`src/rtl/core/tlnt_pkg.sv`:
```
`default_nettype none
// ----------------------------------------------------------------------------
// tlnt_pkg
// Shared types and defaults for the two-level name table.
// ----------------------------------------------------------------------------
package tlnt_pkg;

	localparam int MAX_DIRS_DEF  = 8;
	localparam int MAX_FILES_DEF = 8;
	localparam int NAME_W        = 64;
	localparam int CNT_OUT_W     = 4;

	typedef enum logic [1:0] {
		REQ_MKDIR  = 2'd0,
		REQ_MKFILE = 2'd1,
		REQ_DELETE = 2'd2,
		REQ_SEARCH = 2'd3
	} req_t;

	typedef enum logic [1:0] {
		STS_OK     = 2'd0,
		STS_NODIR  = 2'd1,
		STS_NOFILE = 2'd2,
		STS_FULL   = 2'd3
	} status_t;

	// one response beat from the controller
	typedef struct packed {
		logic                 done;
		status_t              status;
		logic [CNT_OUT_W-1:0] cnt;
	} resp_t;

endpackage
`default_nettype wire

```
`src/rtl/core/tlnt_ctrl.sv`:
```
`default_nettype none
// ----------------------------------------------------------------------------
// tlnt_ctrl
// Sequencer: scans directory names, then file names, one entry per cycle,
// and writes back names and file counts.
// ----------------------------------------------------------------------------
module tlnt_ctrl #(
	parameter int MAX_DIRS  = 8,
	parameter int MAX_FILES = 8,
	parameter int DIW       = 3,
	parameter int FIW       = 3
) (
	input  wire logic                       clk,
	input  wire logic                       arst_n,
	input  wire logic                       start,
	input  wire tlnt_pkg::req_t             req_type,
	input  wire logic [tlnt_pkg::NAME_W-1:0] dir_name,
	input  wire logic [tlnt_pkg::NAME_W-1:0] file_name,
	output logic                            busy,
	output tlnt_pkg::resp_t                 resp,
	output logic                            dram_we,
	output logic [DIW-1:0]                  dram_waddr,
	output logic [tlnt_pkg::NAME_W-1:0]     dram_wdata,
	output logic [DIW-1:0]                  dram_raddr,
	input  wire logic [tlnt_pkg::NAME_W-1:0] dram_rdata,
	output logic                            fram_we,
	output logic [DIW+FIW-1:0]              fram_waddr,
	output logic [tlnt_pkg::NAME_W-1:0]     fram_wdata,
	output logic [DIW+FIW-1:0]              fram_raddr,
	input  wire logic [tlnt_pkg::NAME_W-1:0] fram_rdata
);
	import tlnt_pkg::*;

	localparam int DCW = $clog2(MAX_DIRS + 1);
	localparam int FCW = $clog2(MAX_FILES + 1);

	typedef enum logic [3:0] {
		S_IDLE  = 4'b0001,
		S_DSCAN = 4'b0010,
		S_FSCAN = 4'b0100,
		S_MOVE  = 4'b1000
	} state_t;

	state_t              state_q, state_d;
	logic [DCW-1:0]      dir_count_q, dir_count_d;
	logic [FCW-1:0]      fcnt_q [MAX_DIRS];
	logic                fc_we;
	logic [DIW-1:0]      fc_idx;
	logic [FCW-1:0]      fc_val;
	logic [DIW-1:0]      j_q, j_d;
	logic [DIW-1:0]      d_q, d_d;
	logic [FIW-1:0]      k_q, k_d;
	req_t                op_q;
	logic [NAME_W-1:0]   dn_q, fn_q;
	resp_t               resp_q, resp_d;
	logic [FCW-1:0]      cur_n;
	logic [FCW-1:0]      n_dec;

	assign busy  = (state_q != S_IDLE);
	assign resp  = resp_q;
	assign cur_n = fcnt_q[(state_q == S_DSCAN) ? j_q : d_q];
	assign n_dec = cur_n - FCW'(1);

	always_comb begin
		state_d     = state_q;
		dir_count_d = dir_count_q;
		j_d         = j_q;
		d_d         = d_q;
		k_d         = k_q;
		resp_d      = '{done: 1'b0, status: STS_OK, cnt: '0};
		fc_we       = 1'b0;
		fc_idx      = d_q;
		fc_val      = '0;
		dram_we     = 1'b0;
		dram_waddr  = dir_count_q[DIW-1:0];
		dram_wdata  = dir_name;
		dram_raddr  = j_q + DIW'(1);
		fram_we     = 1'b0;
		fram_waddr  = {d_q, k_q};
		fram_wdata  = fram_rdata;
		fram_raddr  = {d_q, k_q + FIW'(1)};

		case (state_q)
			S_IDLE: begin
				if (start) begin
					if (req_type == REQ_MKDIR) begin
						if (dir_count_q == DCW'(MAX_DIRS)) begin
							resp_d = '{done: 1'b1, status: STS_FULL, cnt: '0};
						end else begin
							dram_we     = 1'b1;
							fc_we       = 1'b1;
							fc_idx      = dir_count_q[DIW-1:0];
							dir_count_d = dir_count_q + DCW'(1);
							resp_d      = '{done: 1'b1, status: STS_OK, cnt: '0};
						end
					end else if (dir_count_q == '0) begin
						resp_d = '{done: 1'b1, status: STS_NODIR, cnt: '0};
					end else begin
						dram_raddr = '0;
						j_d        = '0;
						state_d    = S_DSCAN;
					end
				end
			end
			S_DSCAN: begin
				if (dram_rdata == dn_q) begin
					d_d = j_q;
					if (op_q == REQ_MKFILE) begin
						state_d = S_IDLE;
						if (cur_n == FCW'(MAX_FILES)) begin
							resp_d = '{done: 1'b1, status: STS_FULL,
								cnt: CNT_OUT_W'(cur_n)};
						end else begin
							fram_we    = 1'b1;
							fram_waddr = {j_q, cur_n[FIW-1:0]};
							fram_wdata = fn_q;
							fc_we      = 1'b1;
							fc_idx     = j_q;
							fc_val     = cur_n + FCW'(1);
							resp_d     = '{done: 1'b1, status: STS_OK,
								cnt: CNT_OUT_W'(cur_n + FCW'(1))};
						end
					end else if (cur_n == '0) begin
						state_d = S_IDLE;
						resp_d  = '{done: 1'b1, status: STS_NOFILE, cnt: '0};
					end else begin
						fram_raddr = {j_q, FIW'(0)};
						k_d        = '0;
						state_d    = S_FSCAN;
					end
				end else if (DCW'(j_q) + DCW'(1) == dir_count_q) begin
					state_d = S_IDLE;
					resp_d  = '{done: 1'b1, status: STS_NODIR, cnt: '0};
				end else begin
					j_d = j_q + DIW'(1);
				end
			end
			S_FSCAN: begin
				if (fram_rdata == fn_q) begin
					if (op_q == REQ_SEARCH) begin
						state_d = S_IDLE;
						resp_d  = '{done: 1'b1, status: STS_OK,
							cnt: CNT_OUT_W'(cur_n)};
					end else if (FCW'(k_q) + FCW'(1) == cur_n) begin
						// hit on the last slot: just drop it
						state_d = S_IDLE;
						fc_we   = 1'b1;
						fc_val  = n_dec;
						resp_d  = '{done: 1'b1, status: STS_OK,
							cnt: CNT_OUT_W'(n_dec)};
					end else begin
						// fetch the last file to refill the hole
						fram_raddr = {d_q, n_dec[FIW-1:0]};
						state_d    = S_MOVE;
					end
				end else if (FCW'(k_q) + FCW'(1) == cur_n) begin
					state_d = S_IDLE;
					resp_d  = '{done: 1'b1, status: STS_NOFILE,
						cnt: CNT_OUT_W'(cur_n)};
				end else begin
					k_d = k_q + FIW'(1);
				end
			end
			S_MOVE: begin
				fram_we = 1'b1;
				fc_we   = 1'b1;
				fc_val  = n_dec;
				state_d = S_IDLE;
				resp_d  = '{done: 1'b1, status: STS_OK, cnt: CNT_OUT_W'(n_dec)};
			end
			default: begin
				state_d = S_IDLE;
			end
		endcase
	end

	always_ff @(posedge clk or negedge arst_n) begin
		if (!arst_n) begin
			state_q     <= S_IDLE;
			dir_count_q <= '0;
			resp_q      <= '{done: 1'b0, status: STS_OK, cnt: '0};
			for (int i = 0; i < MAX_DIRS; i++) begin
				fcnt_q[i] <= '0;
			end
		end else begin
			state_q     <= state_d;
			dir_count_q <= dir_count_d;
			resp_q      <= resp_d;
			if (fc_we) begin
				fcnt_q[fc_idx] <= fc_val;
			end
		end
	end

	always_ff @(posedge clk) begin
		j_q <= j_d;
		d_q <= d_d;
		k_q <= k_d;
		if (start && !busy) begin
			op_q <= req_type;
			dn_q <= dir_name;
			fn_q <= file_name;
		end
	end

endmodule
`default_nettype wire

```
`config.mk`:
```
export PLATFORM = sky130hd
export DESIGN_NAME = tlnt_ctrl
export DESIGN_NICKNAME = d
export VERILOG_FILES = /design/src/rtl/core/tlnt_pkg.sv /design/src/rtl/core/tlnt_ctrl.sv
export SDC_FILE = /design/constraint.sdc
export NUM_CORES = 1
export LEC_CHECK = 0
export BUFFER_PORTS_ARGS = -buffer_cell sky130_fd_sc_hd__buf_2
export CAP_MARGIN = 20
export CORE_AREA = 2 2 164 166
export CTS_BUF_LIST = sky130_fd_sc_hd__clkbuf_4 sky130_fd_sc_hd__clkbuf_8
export DETAILED_ROUTE_END_ITERATION = 8
export DIE_AREA = 0 0 166 168
export PLACE_DENSITY = 0.67
export REMOVE_ABC_BUFFERS = 1
export SYNTH_ARGS = -nofsm -noshare
export SYNTH_HDL_FRONTEND = slang
export SYNTH_SLANG_ARGS = --single-unit
```
`constraint.sdc`:
```
create_clock -name clk -period 12.9 [get_ports clk]
set_input_delay 3.87 -clock clk [delete_from_list [all_inputs] [get_ports clk]]
set_output_delay 3.87 -clock clk [all_outputs]
set_load 0.05 [all_outputs]
```
# [Word level (Yosys, flattened, before mapping)]
# Index checks and enable logic that the tools add are counted.
# Widths: inputs -> output; s select.
[totals] reg_bits=186 in_bits=261
[classes] n_addsub=7 n_lt_le_gt_ge=3 n_eq_ne=25 n_mux=90 bitwise=3 reduce_logical=13
[op_table] cell="$mux 64" count=4
[op_table] cell="$eq 64x64->1" count=2
[op_table] cell="$mux 3" count=26
[op_table] cell="$mux 7" count=11
[op_table] cell="$mux 4" count=18
[op_table] cell="$mux 6" count=9
[op_table] cell="$bwmux 32" count=1
[op_table] cell="$pmux 7 s4" count=1
[op_table] cell="$pmux 4 s3" count=2
[op_table] cell="$ne 2x2->1 const B" count=9
[op_table] cell="$pmux 3 s2" count=3
[op_table] cell="$bmux 4 s3" count=1
[op_table] cell="$demux 4 s3" count=1
[op_table] cell="$eq 4x4->1 const B" count=3
[op_table] cell="$pmux 6 s2" count=1
[op_table] cell="$reduce_and 6->1" count=2
[op_table] cell="$mux 1" count=10
[op_table] cell="$add 3x1->4 const B" count=2
[op_table] cell="$add 4x1->4 const B" count=2
[op_table] cell="$eq 4x4->1" count=2
[op_table] cell="$ge 4x4->1 const B" count=2
[op_table] cell="$logic_not 4->1" count=2
[op_table] cell="$not 3->4" count=2
[op_table] cell="$add 3x1->3 const B" count=2
[op_table] cell="21 further kinds" count=23

# [Logic depth before layout (Yosys ltp)]
[depth] ltp_word=17 mapped_depth=17 ltp_nobuf=15

# [Worst setup path before layout]
# No wires, ideal clock.
[synth_timing] kind="input -> output" start="input port start" end="output port dram_we" t_arrival_ns=8.863 required_ns=9.030 setup_slack_ns=0.167 stages=4 n_path_buf=1 cell_sequence="and2_1 -> clkbuf_1 -> nand2_1 -> a21oi_2"
[synth_via] elab_chain_cells=2
[synth_rtl] element="start, declared" line_no="tlnt_ctrl.sv:15" rtl="input wire logic start,"
[synth_rtl] element="$mux 1" line_no="tlnt_ctrl.sv:85" rtl="if (start) begin"
[synth_rtl] element="$mux 1" line_no="tlnt_ctrl.sv:83" rtl="case (state_q)"
[synth_rtl] element="end, declared" line_no="tlnt_ctrl.sv:21" rtl="output logic dram_we,"
# No other way between the ends.

# [Worst setup path after layout]
[layout_timing] start="input port dram_rdata[58] (netlist name)" end="output port fram_wdata[34] (netlist name)"
[layout_via] elab_chain_cells=3
[layout_rtl] element="start, declared" line_no="tlnt_ctrl.sv:25" rtl="input wire logic [tlnt_pkg::NAME_W-1:0] dram_rdata,"
[layout_rtl] element="$eq 64x64->1" line_no="tlnt_ctrl.sv:106" rtl="if (dram_rdata == dn_q) begin"
[layout_rtl] element="$mux 64" line_no="tlnt_ctrl.sv:106"
[layout_rtl] element="$mux 64" line_no="tlnt_ctrl.sv:83"
[layout_rtl] element="end, declared" line_no="tlnt_ctrl.sv:28" rtl="output logic [tlnt_pkg::NAME_W-1:0] fram_wdata,"
# No other way between the ends.

==> flow_summary.json <==
{
  "status": "finished, final reports clean",
  "async_reset_ff_share_pct": 25.3,
  "grt_usage_pct": 21.5,
  "finalPower_mw": 1.91,
  "ir_drop_v": 0.0000695,
  "startpoint_type": "input port",
  "area_growth_pct": 23.2,
  "portBuffers": 416,
  "finalClockSkew_ns": 0.0293,
  "cts_buffer_depth": 2,
  "synthSimpleGateAreaFrac_pct": 8.59,
  "layout_common_cells": "416 x buf_2, 139 x edfxtp_1, 138 x xnor2_1",
  "wirelength_met1_um": 12500,
  "timing_worst_slew_pin_value_ns": 0.975,
  "io_pins": 417,
  "power.net_switching_uw": 753,
  "crit_top_cell": "buf_2",
  "worstPathArrival_ns": 6.86,
  "ys_seq_area_share_pct": 52.6,
  "synth_xor_area_share_pct": 12.1,
  "fin_area_um2": 12500,
  "max_stage_delay_ns": 0.54,
  "crit_start": "dram_rdata[58]",
  "dr_wl_met3_um": 1800,
  "pwr-share-clk_pct": 20.4,
  "gp_congestion": 0.985,
  "fp.dieH_um": 168,
  "report.final.slew_viol_count": 0,
  "max-slew-margin-rel_pct": 34.1,
  "cts_buffers": 17,
  "max_cap_violations": 0,
  "die_x_um": 166,
  "p_seq_share_pct": 46.4,
  "layout_commonest_cell": "buf_2",
  "cp_max_fo": 56,
  "path_class": "in2out",
  "period_share_pct": 83.2,
  "synth_mux_area_share_pct": 13.8,
  "start_util_pct": 38.6,
  "synth_area_per_cell_um2": 12.8,
  "place.detailed.hpwl_um": 24800,
  "antenna_left": 0,
  "drt_iter0_markers": 534,
  "hold_class": "reg2reg",
  "grt_pass1_wl_um": 45100,
  "swShare_pct": 39.4,
  "dr.pass1.iters": 5,
  "yosys_warnings": 0,
  "crit_path_end_kind": "output pin",
  "post_cts_resized": 0,
  "finish.utilization_pct": 47.6,
  "final_cells": 1504,
  "cts_tree": "yes",
  "p_comb_share_pct": 33.3,
  "antenna_found_initial": 3,
  "wl_per_cell_um": 20.5,
  "htree_levels": 4,
  "place_area_um2": 12100,
  "required_ns": 9.03,
  "post_cts_buffers": 0,
  "synth.area.top_cells": "edfxtp_1 41%, xnor2_1 12%, dfrtp_1 11%",
  "layout-drive-gt1-share_pct": 49.6,
  "internal_power_mw": 1.16,
  "hold_viol_final": 0,
  "die_area_um2": 27900,
  "dr.max_layer_used": "met4",
  "setup_violations": 0,
  "coreArea_um2": 26400,
  "vias": 7588,
  "row_count": 60,
  "netlist_area_um2": 10200,
  "dpl.cell_count": 1468,
  "hold_start": "fcnt_q[8]",
  "p_per_area_nw_per_um2": 152,
  "met2WireLength_um": 16100,
  "cpMaxStageDelayCell": "and4_1",
  "drc": 0,
  "fmax_mhz": 93.2,
  "grt_start_max_net_pins": 57,
  "viasPerCell": 5.05,
  "synth.top_cell.area_share_pct": 41.0,
  "synth-compound-area-share_pct": 5.59,
  "synth-seq-cells": 186,
  "synthesis.instances": 795,
  "nets": 1415,
  "grt_pass1_vias": 7457,
  "grt_setup_unrepaired": "false",
  "fin_crit_ns": 10.73,
  "crit_chain": "buf_2 > xnor2_1 > nand4_1 > nor4_1 > and4_1 > nand3_4 > buf_4 > mux2_2 > buf_2",
  "r2r_start": "state_q[3]",
  "cts.clk_slew.worst_paths_ns": 0.10,
  "cts.sinks": 186,
  "synth_area_leader_cell": "edfxtp_1",
  "cts-root-buf": "clkbuf_8",
  "tns_ns": 0,
  "drt_wl_total_um": 30800,
  "ys_types": 69,
  "grt-ovfl-total": 0,
  "clk_latency_ns": 0.47,
  "synthFlopType": "edfxtp_1",
  "power_leakage_nw": 5.23,
  "synth-edff-count": 139,
  "synth-adder-area-share_pct": 0.860,
  "synth_top_family_by_area": "multiplexers",
  "cts.hold.buffers_added": 0
}
-- worst paths after layout --
check / end / slack (ns) / depth (start not counted)
max: fram_wdata[34] / 2.17 / 9
min: fcnt_q[8] / 0.52 / 1
max reg2reg: fcnt_q[5] / 6.90 / 16
min reg2reg: fcnt_q[8] / 0.52 / 1
max in group asynchronous: state_q[0] / 9.10 / 2
min in group asynchronous: resp[5] / 3.26 / 1
-- routing by layer --
metal | track usage (%) | up-vias
met5 | 0 | -
met4 | 5.26 | 0
met3 | 4.51 | 25
met2 | 38.1 | 304
met1 | 27.0 | 3700
li1 | - | 3559
-- kinds of logic (layout without fill, tap and decap cells) --
logic type	Yosys count	after routing
flip-flops	186	186
AND/OR/NAND/NOR	157	157
XOR/XNOR	141	141
multiplexers	121	121
buffers and inverters	103	468
AO/OA/AOI/OAI	80	80
adder cells (fa/ha/maj)	7	7
other	0	3
-- worst max-delay path, delay by kind of cell --
| family | cells | cell delay (ns) |
|---|---|---|
| xor+xnor | 1 | 0.14 |
| buf+inv | 3 | 0.79 |
| mux | 1 | 0.40 |
| simple gates | 4 | 1.56 |
-- cell usage after synthesis, types with 3 or more instances --
cell and count:
clkbuf_1 14, mux4_2 5, and2_1 7, o221ai_1 3
xor2_1 3, o21ai_0 22, a211oi_2 3, nor2_1 31
buf_2 5, a21oi_1 14, nand2b_1 6, nand4_1 37
a211oi_1 3, nor4b_1 3, a21o_1 4, buf_4 67
edfxtp_1 139, a211o_1 3, dfrtp_1 46, nor4_1 8
nand3_1 4, mux2_1 4, mux2i_1 14, ha_1 7
o22ai_1 4, inv_1 14, mux2_2 97, xnor2_1 138
nand2_1 32, nor2b_1 7, nor3_1 3
-- flip-flops by register name (all words and copies together), names as in the netlist --
signal	cells
fn_q	64
op_q	2
dn_q	64
k_q	3
fcnt_q	32
dir_count_q	4
j_q	3
state_q	4
resp	7
d_q	3
-- power by group through the flow --
| stage | registers [mW] | logic, mW | clock network (mW) |
|---|---|---|---|
| 2_1_floorplan | 0.913 | 0.378 | 0 |
| 5_1_grt | 0.903 | 0.682 | 0.424 |
| 6_report | 0.887 | 0.636 | 0.389 |
| 3_5_place_dp | 0.900 | 0.635 | 0 |
| 3_3_place_gp | 0.896 | 0.630 | 0 |
| 4_1_cts | 0.887 | 0.637 | 0.400 |
-- final cells by class --
type	count	area (um^2)
timing repair buffer	421	2130
antenna	3	7.51
multi-input combinational	506	4180
clock buffer	17	234
tap	341	427
sequential	186	5350
clock inverter	15	151
inverter	15	61.3
fill	2459	13800
-- through the flow --
stage	worst slack (ns)	hold WS (ns)
finish	2.17	0.515
CTS	2.05	0.517
global route	1.90	0.529
global placement	2.07	0.486
floorplan	0.935	0.456
detailed placement	2.06	0.493
Note: power is estimated with default switching activity, not from simulation.
