<file path="src/rtl/core/tlnt_ram.sv">
`default_nettype none
// ----------------------------------------------------------------------------
// tlnt_ram
// Simple dual-port RAM: one write port, one read port, registered read data.
// ----------------------------------------------------------------------------
module tlnt_ram #(
	parameter int W  = 64,
	parameter int AW = 3
) (
	input  wire logic          clk,
	input  wire logic          we,
	input  wire logic [AW-1:0] waddr,
	input  wire logic [W-1:0]  wdata,
	input  wire logic [AW-1:0] raddr,
	output logic      [W-1:0]  rdata
);

	logic [W-1:0] mem [2**AW];

	always_ff @(posedge clk) begin
		if (we) begin
			mem[waddr] <= wdata;
		end
	end

	always_ff @(posedge clk) begin
		rdata <= mem[raddr];
	end

endmodule
`default_nettype wire

</file>
<file path="config.mk">
export PLATFORM = sky130hd
export DESIGN_NAME = tlnt_ram
export DESIGN_NICKNAME = d
export VERILOG_FILES = /design/src/rtl/core/tlnt_ram.sv
export SDC_FILE = /design/constraint.sdc
export NUM_CORES = 1
export LEC_CHECK = 0
export BUFFER_PORTS_ARGS = -buffer_cell sky130_fd_sc_hd__buf_2
export CELL_PAD_IN_SITES_DETAIL_PLACEMENT = 1
export CELL_PAD_IN_SITES_GLOBAL_PLACEMENT = 2
export CORE_ASPECT_RATIO = 0.8
export CORE_MARGIN = 2
export CORE_UTILIZATION = 52
export CTS_CLUSTER_DIAMETER = 30
export DETAILED_ROUTE_END_ITERATION = 10
export PLACE_DENSITY = 0.83
export SYNTH_ARGS = -nofsm -noshare
export SYNTH_HDL_FRONTEND = slang
export SYNTH_SLANG_ARGS = --single-unit
</file>
<file path="constraint.sdc">
create_clock -name clk -period 14.7 [get_ports clk]
set_input_delay 3.675 -clock clk [delete_from_list [all_inputs] [get_ports clk]]
set_output_delay 3.675 -clock clk [all_outputs]
set_load 0.03 [all_outputs]
</file>
# [Word-level counts from Yosys, hierarchy flattened]
# Memories as Yosys holds them, arrays and structs flattened. A register that Yosys moved wholly into a read port is not among the register bits.
# Index checks and enable logic that the tools add are counted.
[totals] regBits=0 mem_bits_rw=512 out_inout_bits=64 wordCells=3 memories=1
[memory_table] name="mem" depth=8 width=64 read_ports=1 rd_clocked_by_memory_dff=1 write_ports=1 line_no="18" rtl="logic [W-1:0] mem [2**AW];"
[classes] mux=2
[op_table] op="$mux W1" n=2

# [Longest topological paths before layout]
# Gate-level depths: netlist of run 1.
[logic_depth] ltp_word=2 mapped_depth=4 mapped_depth_nobuf=2

# [Least setup slack after synthesis of run 1]
# No wires, ideal clock.
[synth_timing] path_type="input port to flip-flop" from="input port waddr[2]" to="memory mem[0][0], enable pin" arrival_ns=8.205 required_ns=14.135 slack_ns=5.929 path_stages=2 cell_sequence="nand2b_1 > nor3_1"
[synth_lines] element="start, declared" line_no="12" rtl="input wire logic [AW-1:0] waddr,"
[synth_lines] element="end, declared" line_no="18"
# Straight into the memory's write port.

==> results.json, run 1 <==
{
  "wl_per_cell_um": 26.2,
  "top_layer": "met5",
  "start_util_pct": 52.4,
  "hp-start": "mem[5][11]",
  "reg2reg_slack_ns": 13.35,
  "cts_hold_buf": 0,
  "wl_met2_um": 21600,
  "synth_top_family_by_area": "multiplexers",
  "die_y_um": 182,
  "cp_max_fo": 78,
  "async_flop_share_pct": 0,
  "drive_above_1_share_pct": 46.2,
  "synth_xor_area_share_pct": 0,
  "hold_path_class": "flop to flop",
  "grt_max_degree": 79,
  "firstDrtPassIters": 5,
  "postCtsResizedCells": 0,
  "utilization_pct": 63.5,
  "core_um2": 39200,
  "cts_tree": "done",
  "htreeDepth": 3,
  "hold_path_depth": 2,
  "synthAdderAreaFrac_pct": 0,
  "hold_viol": 0,
  "syn2layout_area_growth_pct": 21.1,
  "numPortBuffers": 135,
  "syn_nets": 888,
  "worst_pin_slew_ns": 1.15,
  "wl_met3_um": 2460,
  "p_leak_nw": 8.35,
  "grt_usage_pct": 21.8,
  "synth_compound_area_share_pct": 0,
  "antenna_found_initial": 6,
  "synth_mux_area_share_pct": 17.5,
  "clk_path_buf_depth": 3,
  "ir_drop_mv": 0.127,
  "max_freq_mhz": 175,
  "r2r_end": "rdata[28]",
  "clk_pin_slew_ns": 0.06,
  "hold_end": "rdata[11]",
  "slew_viol_final": 0,
  "drt_iter0_markers": 759,
  "nets": 1091,
  "p_per_area_nw_per_um2": 168,
  "grt_pass1_vias": 10300,
  "fin_crit_ns": 5.71,
  "critical_path_required_ns": 15.18,
  "cts_buffers": 90,
  "min_period_over_period_pct": 38.9,
  "syn_inst": 816,
  "antenna_left": 0,
  "vias_per_cell": 5.62,
  "synth_seq_cells": 576,
  "endpoint_kind": "flop",
  "synth_top_area_share_pct": 74.8,
  "yosys.area.top_type": "edfxtp_1",
  "r2r_start": "mem[7][28]",
  "clock_sinks": 576,
  "status": "finished clean",
  "clk_latency_ns": 0.62,
  "final.setup_skew_ns": 0.0312,
  "synth.most_common_cell": "edfxtp_1",
  "fin_tns_setup_ns": 0,
  "netlist_area_um2": 20500,
  "hpwlAfterDp_um": 21200,
  "die_area_um2": 41100,
  "post_cts_buffers": 0,
  "reg2reg_depth": 2,
  "critPathKind": "primary input to flop",
  "die_w_um": 226,
  "ys.flop_type": "edfxtp_1",
  "cp-start-kind": "primary input",
  "row_count": 65,
  "relSlewSlack_pct": 23.3,
  "grt_overflow": 0,
  "synthSimpleGateAreaFrac_pct": 0.286,
  "rsz0062_at_grt": "no",
  "netlist_top_cells_area": "edfxtp_1 75%, mux4_2 14%, dfxtp_1 6.2%",
  "vias": 9189,
  "ys_types": 13,
  "setup_viol": 0,
  "hold-worst-slack_ns": 0.666,
  "synth_common_cells": "512 x edfxtp_1, 128 x mux4_2, 64 x dfxtp_1, 64 x mux2_2, 11 x buf_6",
  "wl_met1_um": 17800,
  "avgSynthCellArea_um2": 25.2,
  "synth_warnings": 0,
  "grt_pass1_wl_um": 64600,
  "arrival_ns": 6.19,
  "io_pins": 136,
  "synth_edf_count": 512,
  "total_power_mw": 4.17,
  "yosysSeqAreaShare_pct": 81.1,
  "place.gp.congestion": 0.720,
  "clock-root-buffer": "clkbuf_16",
  "fillers": 3137,
  "maxCapViolations": 0,
  "wirelength_um": 42900,
  "drc": 0
}
## power by group
part           internal (mW)  switching [mW]  total [mW]  leakage (nW)
sequential              1.85          0.0222        1.87          5.19
clock                   1.28           0.811        2.09          1.48
combinational         0.0816           0.126       0.207          1.69
## cell families (layout without fill, tap and decap cells)
logic type | after synthesis | in the layout
other | 0 | 2
buffers and inverters | 35 | 316
and+or+nand+nor | 13 | 13
DFF | 576 | 576
muxes | 192 | 192
## layer usage
| metal | vias to the layer above | track usage, % |
|---|---|---|
| met4 | 10 | 7.63 |
| met2 | 281 | 35.6 |
| met3 | 84 | 5.44 |
| li1 | 3899 | - |
| met1 | 4915 | 28.9 |
| met5 | - | 0 |
## sequential cells by signal (all words and copies together) (netlist names)
name   flops
mem      512
rdata     64
## layout make-up
type / count / area [µm²] / share of cell area [%]
Multi-Input combinational cell: 205 / 3720 / 14.9
Clock inverter: 68 / 681 / 2.74
Antenna cell: 2 / 5.00 / 0.0201
Timing Repair Buffer: 146 / 776 / 3.12
Tap cell: 536 / 671 / 2.70
Clock buffer: 102 / 2370 / 9.52
Sequential cell: 576 / 16700 / 67.0
## worst max path at each step
stage / cells past startpoint / from / slack [ns] / endpoint
6_report: 4 / raddr[0] / 8.99 / rdata[13]
2_1_floorplan: 2 / waddr[2] / 5.93 / mem[0][0]
5_1_grt: 4 / raddr[0] / 8.66 / rdata[23]
4_1_cts: 4 / raddr[0] / 8.85 / rdata[23]
3_5_place_dp: 4 / raddr[0] / 8.19 / rdata[15]
3_3_place_gp: 4 / raddr[0] / 8.23 / rdata[24]
## worst max-delay path, cell delays in order
cell      delay (ns)
clkbuf_8        0.65
buf_4           0.90
mux4_2          0.61
mux2_2          0.27
## per-stage QoR
| step | setup WS [ns] | instances | instance area (µm²) |
|---|---|---|---|
| detailed placement | 8.19 | 1463 | 21800 |
| floorplan | 5.93 | 816 | 20500 |
| CTS | 8.85 | 1633 | 24900 |
| finish | 8.99 | 1635 | 24900 |
| global placement | 8.23 | 1463 | 21800 |
| global route | 8.66 | 1634 | 24900 |
## cells in the final DEF (no fill, tap or decap), types with 12 or more instances in the layout
cell,instances
edfxtp_1,512
buf_2,132
mux4_2,128
clkbuf_16,91
mux2_2,64
dfxtp_1,64
inv_6,19
clkinv_2,15
clkinvlp_4,12
buf_4,12
No activity file was read; power rests on OpenSTA's default activity.
==> inputs of run 2 (changes only) <==
- ABC_AREA: default -> 1
- CORE_UTILIZATION: 52 -> 40
- PLACE_DENSITY: 0.83 -> 0.78
- clock period: 14.7 -> 5.4 ns (I/O delays scaled with it)
==> run 2 against run 1 <==
Effect of this change: the run now ends with design-rule violations left; routed wire length is 40% higher; sequential power grew to 2.7 times the previous value; hold slack worse by 0.049 ns; via count is 70% higher; utilization is 13 points lower; die area is 49% higher; register-to-register slack worse by 9.0 ns; flip-flop and latch count stayed put; clock skew is 0.0098 ns lower; final cell count is 100% higher; critical path type unchanged.
==> results.json, run 2 <==
{
  "status": "finished, violations left",
  "violations": "design-rule violations",
  "largestRegisters": "mem (512), rdata (64)",
  "cts_tree": "done",
  "max_stage_delay_ns": 0.94,
  "path_buf_inv": 3,
  "final_common_cell": "nand2_1",
  "place.gp.congestion": 0.712,
  "numPortBuffers": 135,
  "post-place-cells": 3122,
  "post_cts_buffers": 0,
  "netlist_top_cells_area": "edfxtp_1 65%, nand2_1 13%, inv_1 8.2%",
  "critical_path_required_ns": 6.00,
  "netlist_area_um2": 23700,
  "ys.flop_type": "edfxtp_1",
  "fin_crit_ns": 2.83,
  "wl_per_cell_um": 17.9,
  "drive_above_1_share_pct": 14.7,
  "start_util_pct": 40.6,
  "synth_seq_cells": 576,
  "synth_warnings": 0,
  "clock_sinks": 576,
  "synth_common_cells": "838 x nand2_1, 516 x inv_1, 512 x edfxtp_1",
  "grt_usage_pct": 20.2,
  "p_per_area_nw_per_um2": 454,
  "cts_buffers": 116,
  "clk_path_buf_depth": 3,
  "die_area_um2": 61100,
  "grt_pass1_vias": 17200,
  "rsz0062_at_grt": "no",
  "utilization_pct": 50.1,
  "ys_types": 12,
  "critical_path.top_delay_family": "buffers and inverters",
  "yosys.area.top_type": "edfxtp_1",
  "maxCapViolations": 0,
  "io_pins": 136,
  "dp_slack_ns": 1.89,
  "drt_iter0_markers": 764,
  "critPathKind": "primary input to flop",
  "wirelength_um": 60100,
  "setup_viol": 0,
  "relSlewSlack_pct": 21.5,
  "row_count": 79,
  "htreeDepth": 3,
  "syn_nets": 2366,
  "final.setup_skew_ns": 0.0214,
  "top_register": "mem",
  "yosysSeqAreaShare_pct": 70.4,
  "grt_max_degree": 189,
  "slew_viol_final": 0,
  "syn_inst": 2294,
  "final_cells": 3348,
  "cts_hold_buf": 0,
  "clk_latency_ns": 0.66,
  "firstDrtPassIters": 7,
  "grt_overflow": 0,
  "postCtsResizedCells": 0,
  "die_w_um": 276,
  "nets": 2543,
  "slowest_stage": "inv_4",
  "largest_reg_flops": 512,
  "syn2layout_area_growth_pct": 23.4,
  "avgSynthCellArea_um2": 10.3,
  "grt_pass1_wl_um": 94500,
  "min_period_over_period_pct": 52.5,
  "layout_common_cells": "838 x nand2_1, 515 x inv_1, 512 x edfxtp_1",
  "hold-worst-slack_ns": 0.616,
  "max_freq_mhz": 353,
  "setup_slack_ns": 2.57,
  "synth.most_common_cell": "nand2_1",
  "cp-start-kind": "primary input",
  "async_flop_share_pct": 0,
  "die_y_um": 222,
  "ir_drop_mv": 0.254,
  "arrival_ns": 3.43,
  "clk_pin_slew_ns": 0.05,
  "drc": 10,
  "vias_per_cell": 4.67,
  "fin_tns_setup_ns": 0,
  "p_leak_nw": 13.4,
  "dpl_cell_area_um2": 25000,
  "clock-root-buffer": "clkbuf_16",
  "synth_top_area_share_pct": 65.0,
  "total_power_mw": 13.2,
  "hpwlAfterDp_um": 29800,
  "hold_path_class": "flop to flop",
  "vias": 15600,
  "cp_max_fo": 86,
  "endpoint_kind": "flop",
  "crit_top_cell": "nand2_1",
  "antenna_found_initial": 6,
  "final_area_um2": 29200,
  "crit_path_cell_trace": "buf_4, inv_4, buf_4, nand3_1, nand2_1, nand2_1, nand2_1",
  "worst_pin_slew_ns": 1.18,
  "core_um2": 58300,
  "antenna_left": 0,
  "hold_viol": 0,
  "synth_edf_count": 512
}
## run 2: worst register-to-register path: stages (launching register included)
cell	delay, ns
edfxtp_1	0.36
inv_1	0.07
nand2_1	0.05
nand3_1	0.13
nand2_1	0.06
nand2_1	0.06
nand2_1	0.17
## run 2: power by group
group          internal [mW]  switching [mW]
Clock                   5.03            2.41
Sequential              5.04          0.0515
Combinational          0.185           0.529
## run 2: final cells by class
class,count,area (µm²)
diodes,4,10.0
clock buffers,132,3060
clock inverters,90,1100
fillers,6323,29100
inverters,518,1950
multi-input cells,1102,4520
flip-flops and latches,576,16700
well taps,769,962
repair buffers,157,952
## run 2: cells by family after synthesis
kind of cell / count (synthesis) / synth area share [%]
buffers and inverters: 616 / 10.8
DFF: 576 / 70.4
and+or+nand+nor: 1102 / 18.8
## run 2: layer usage
layer	global-route usage [%]	share of wire, %
met1	24.8	43
met2	35.1	50
met3	4.73	4.3
met4	6.02	2.1
met5	0	0.052
## run 2: path summary, 6_finish.rpt
check	end	start	depth (start not counted)	slack, ns
worst max-delay path	rdata[63]	raddr[1]	7	2.57
worst min-delay path	rdata[41]	mem[1][41]	6	0.62
worst max register to register	rdata[19]	mem[7][19]	6	4.36
worst min register to register	rdata[41]	mem[1][41]	6	0.62
==> inputs of run 3 (changes only) <==
- ABC_AREA: 1 -> 0
- CORE_UTILIZATION: 40 -> 48
- PLACE_DENSITY: 0.78 -> 0.77
- clock period: 5.4 -> 2.7 ns (I/O delays scaled with it)
==> run 3 against run 2 <==
Effect of this change: the run now ends clean; routed wire length fell by 27%; combinational power rose by 67%; via count fell by 41%; cell area fell by 11%; global-route usage barely moved; clock skew fell by 0.0057 ns; sequential power rose by 100%; hold slack got worse by 0.28 ns; first-iteration DRC count fell by 14%; utilization rose by 12 points; sequential share of layout area rose by 6.7 points; largest cell class unchanged.
==> results.json, run 3 (same netlist as run 1, synthesis figures left out) <==
{
  "arrival_ns": 1.26,
  "grt_overflow": 0,
  "row_count": 67,
  "grt_pass1_vias": 10500,
  "wl_per_cell_um": 25.7,
  "io_pins": 136,
  "endpoint_kind": "primary output",
  "cp_max_fo": 1,
  "cp-start-kind": "flop",
  "largest_reg_flops": 512,
  "p_per_area_nw_per_um2": 964,
  "postCtsResizedCells": 0,
  "critical_path.top_delay_family": "flip-flops",
  "crit_path_cell_trace": "buf_2",
  "wirelength_um": 43600,
  "path_buf_inv": 1,
  "final.setup_skew_ns": 0.0157,
  "final_cells": 1694,
  "drc": 0,
  "hold_path_depth": 1,
  "antenna_left": 0,
  "slew_viol_final": 0,
  "syn2layout_area_growth_pct": 27.1,
  "total_power_mw": 25.2,
  "reg2reg_slack_ns": 1.38,
  "cts_tree": "done",
  "post-place-cells": 1500,
  "hold_path_class": "primary input to flop",
  "antenna_found_initial": 5,
  "vias_per_cell": 5.48,
  "vias": 9276,
  "clock_sinks": 576,
  "dpl_cell_area_um2": 22300,
  "largestRegisters": "mem (512), rdata (64)",
  "cts_hold_buf": 0,
  "post_cts_buffers": 0,
  "critPathKind": "flop to primary output",
  "grt_max_degree": 65,
  "die_area_um2": 44500,
  "clk_latency_ns": 0.61,
  "layout_common_cells": "512 x edfxtp_1, 132 x buf_2, 128 x mux4_2",
  "htreeDepth": 3,
  "clk_pin_slew_ns": 0.05,
  "top_register": "mem",
  "critical_path_required_ns": 2.03,
  "setup_viol": 0,
  "p_leak_nw": 8.89,
  "final_common_cell": "edfxtp_1",
  "relSlewSlack_pct": 66.0,
  "max_stage_delay_ns": 0.40,
  "fin_crit_ns": 1.93,
  "drt_iter0_markers": 657,
  "firstDrtPassIters": 4,
  "ir_drop_mv": 0.455,
  "maxCapViolations": 0,
  "die_y_um": 189,
  "numPortBuffers": 135,
  "start_util_pct": 48.8,
  "fillers": 3410,
  "status": "finished clean",
  "nets": 1123,
  "place.gp.congestion": 0.676,
  "hpwlAfterDp_um": 23100,
  "hold_viol": 0,
  "cp.depth": 1,
  "worst_pin_slew_ns": 0.510,
  "slowest_stage": "dfxtp_1",
  "drive_above_1_share_pct": 48.5,
  "core_um2": 42100,
  "rsz0062_at_grt": "no",
  "clk_path_buf_depth": 3,
  "cts_buffers": 101,
  "grt_usage_pct": 20.2,
  "grt_pass1_wl_um": 66100,
  "reg2reg_depth": 2,
  "max_freq_mhz": 518,
  "clock-root-buffer": "clkbuf_16",
  "min_period_over_period_pct": 71.5,
  "die_w_um": 235,
  "final_area_um2": 26100
}
-- run 3: layer usage --
metal	GRT usage (%)	vias to the layer above	wire length [µm]
li1	-	3974	-
met1	27.5	4977	18900
met2	33.0	264	21800
met3	5.25	57	2300
met4	5.07	4	580
met5	0	-	25
-- run 3: path summary, 6_finish.rpt --
kind	from	end
max	rdata[10]	rdata[10]
min reg2reg	mem[7][7]	rdata[7]
max reg2reg	mem[7][14]	rdata[14]
min	wdata[20]	mem[5][20]
-- run 3: cell type report --
class	instances	area (µm²)	share of cell area, %
Clock inverter	73	1040	4.00
Sequential cell	576	16700	63.8
Timing Repair Buffer	167	1230	4.73
Multi-Input combinational cell	205	3750	14.4
Clock buffer	118	2730	10.4
Tap cell	552	691	2.64
Antenna cell	3	7.51	0.0287
-- run 3: stage by stage --
step / worst slack (ns) / util (%) / TNS [ns] / hold WS [ns]
floorplan: -0.250 / - / -86.15 / 0.657
global placement: 0.456 / 53.1 / 0 / 0.667
detailed placement: 0.433 / 53.1 / 0 / 0.670
CTS: 0.757 / 62.0 / 0 / 0.302
global route: 0.710 / 62.0 / 0 / 0.313
finish: 0.769 / 62.1 / 0 / 0.333
-- run 3: power breakdown --
group	internal, mW	switching (mW)	total (mW)
Combinational	0.491	0.697	1.19
Sequential	10.1	0.117	10.2
Clock	9.38	4.41	13.8
Total	20.0	5.23	25.2
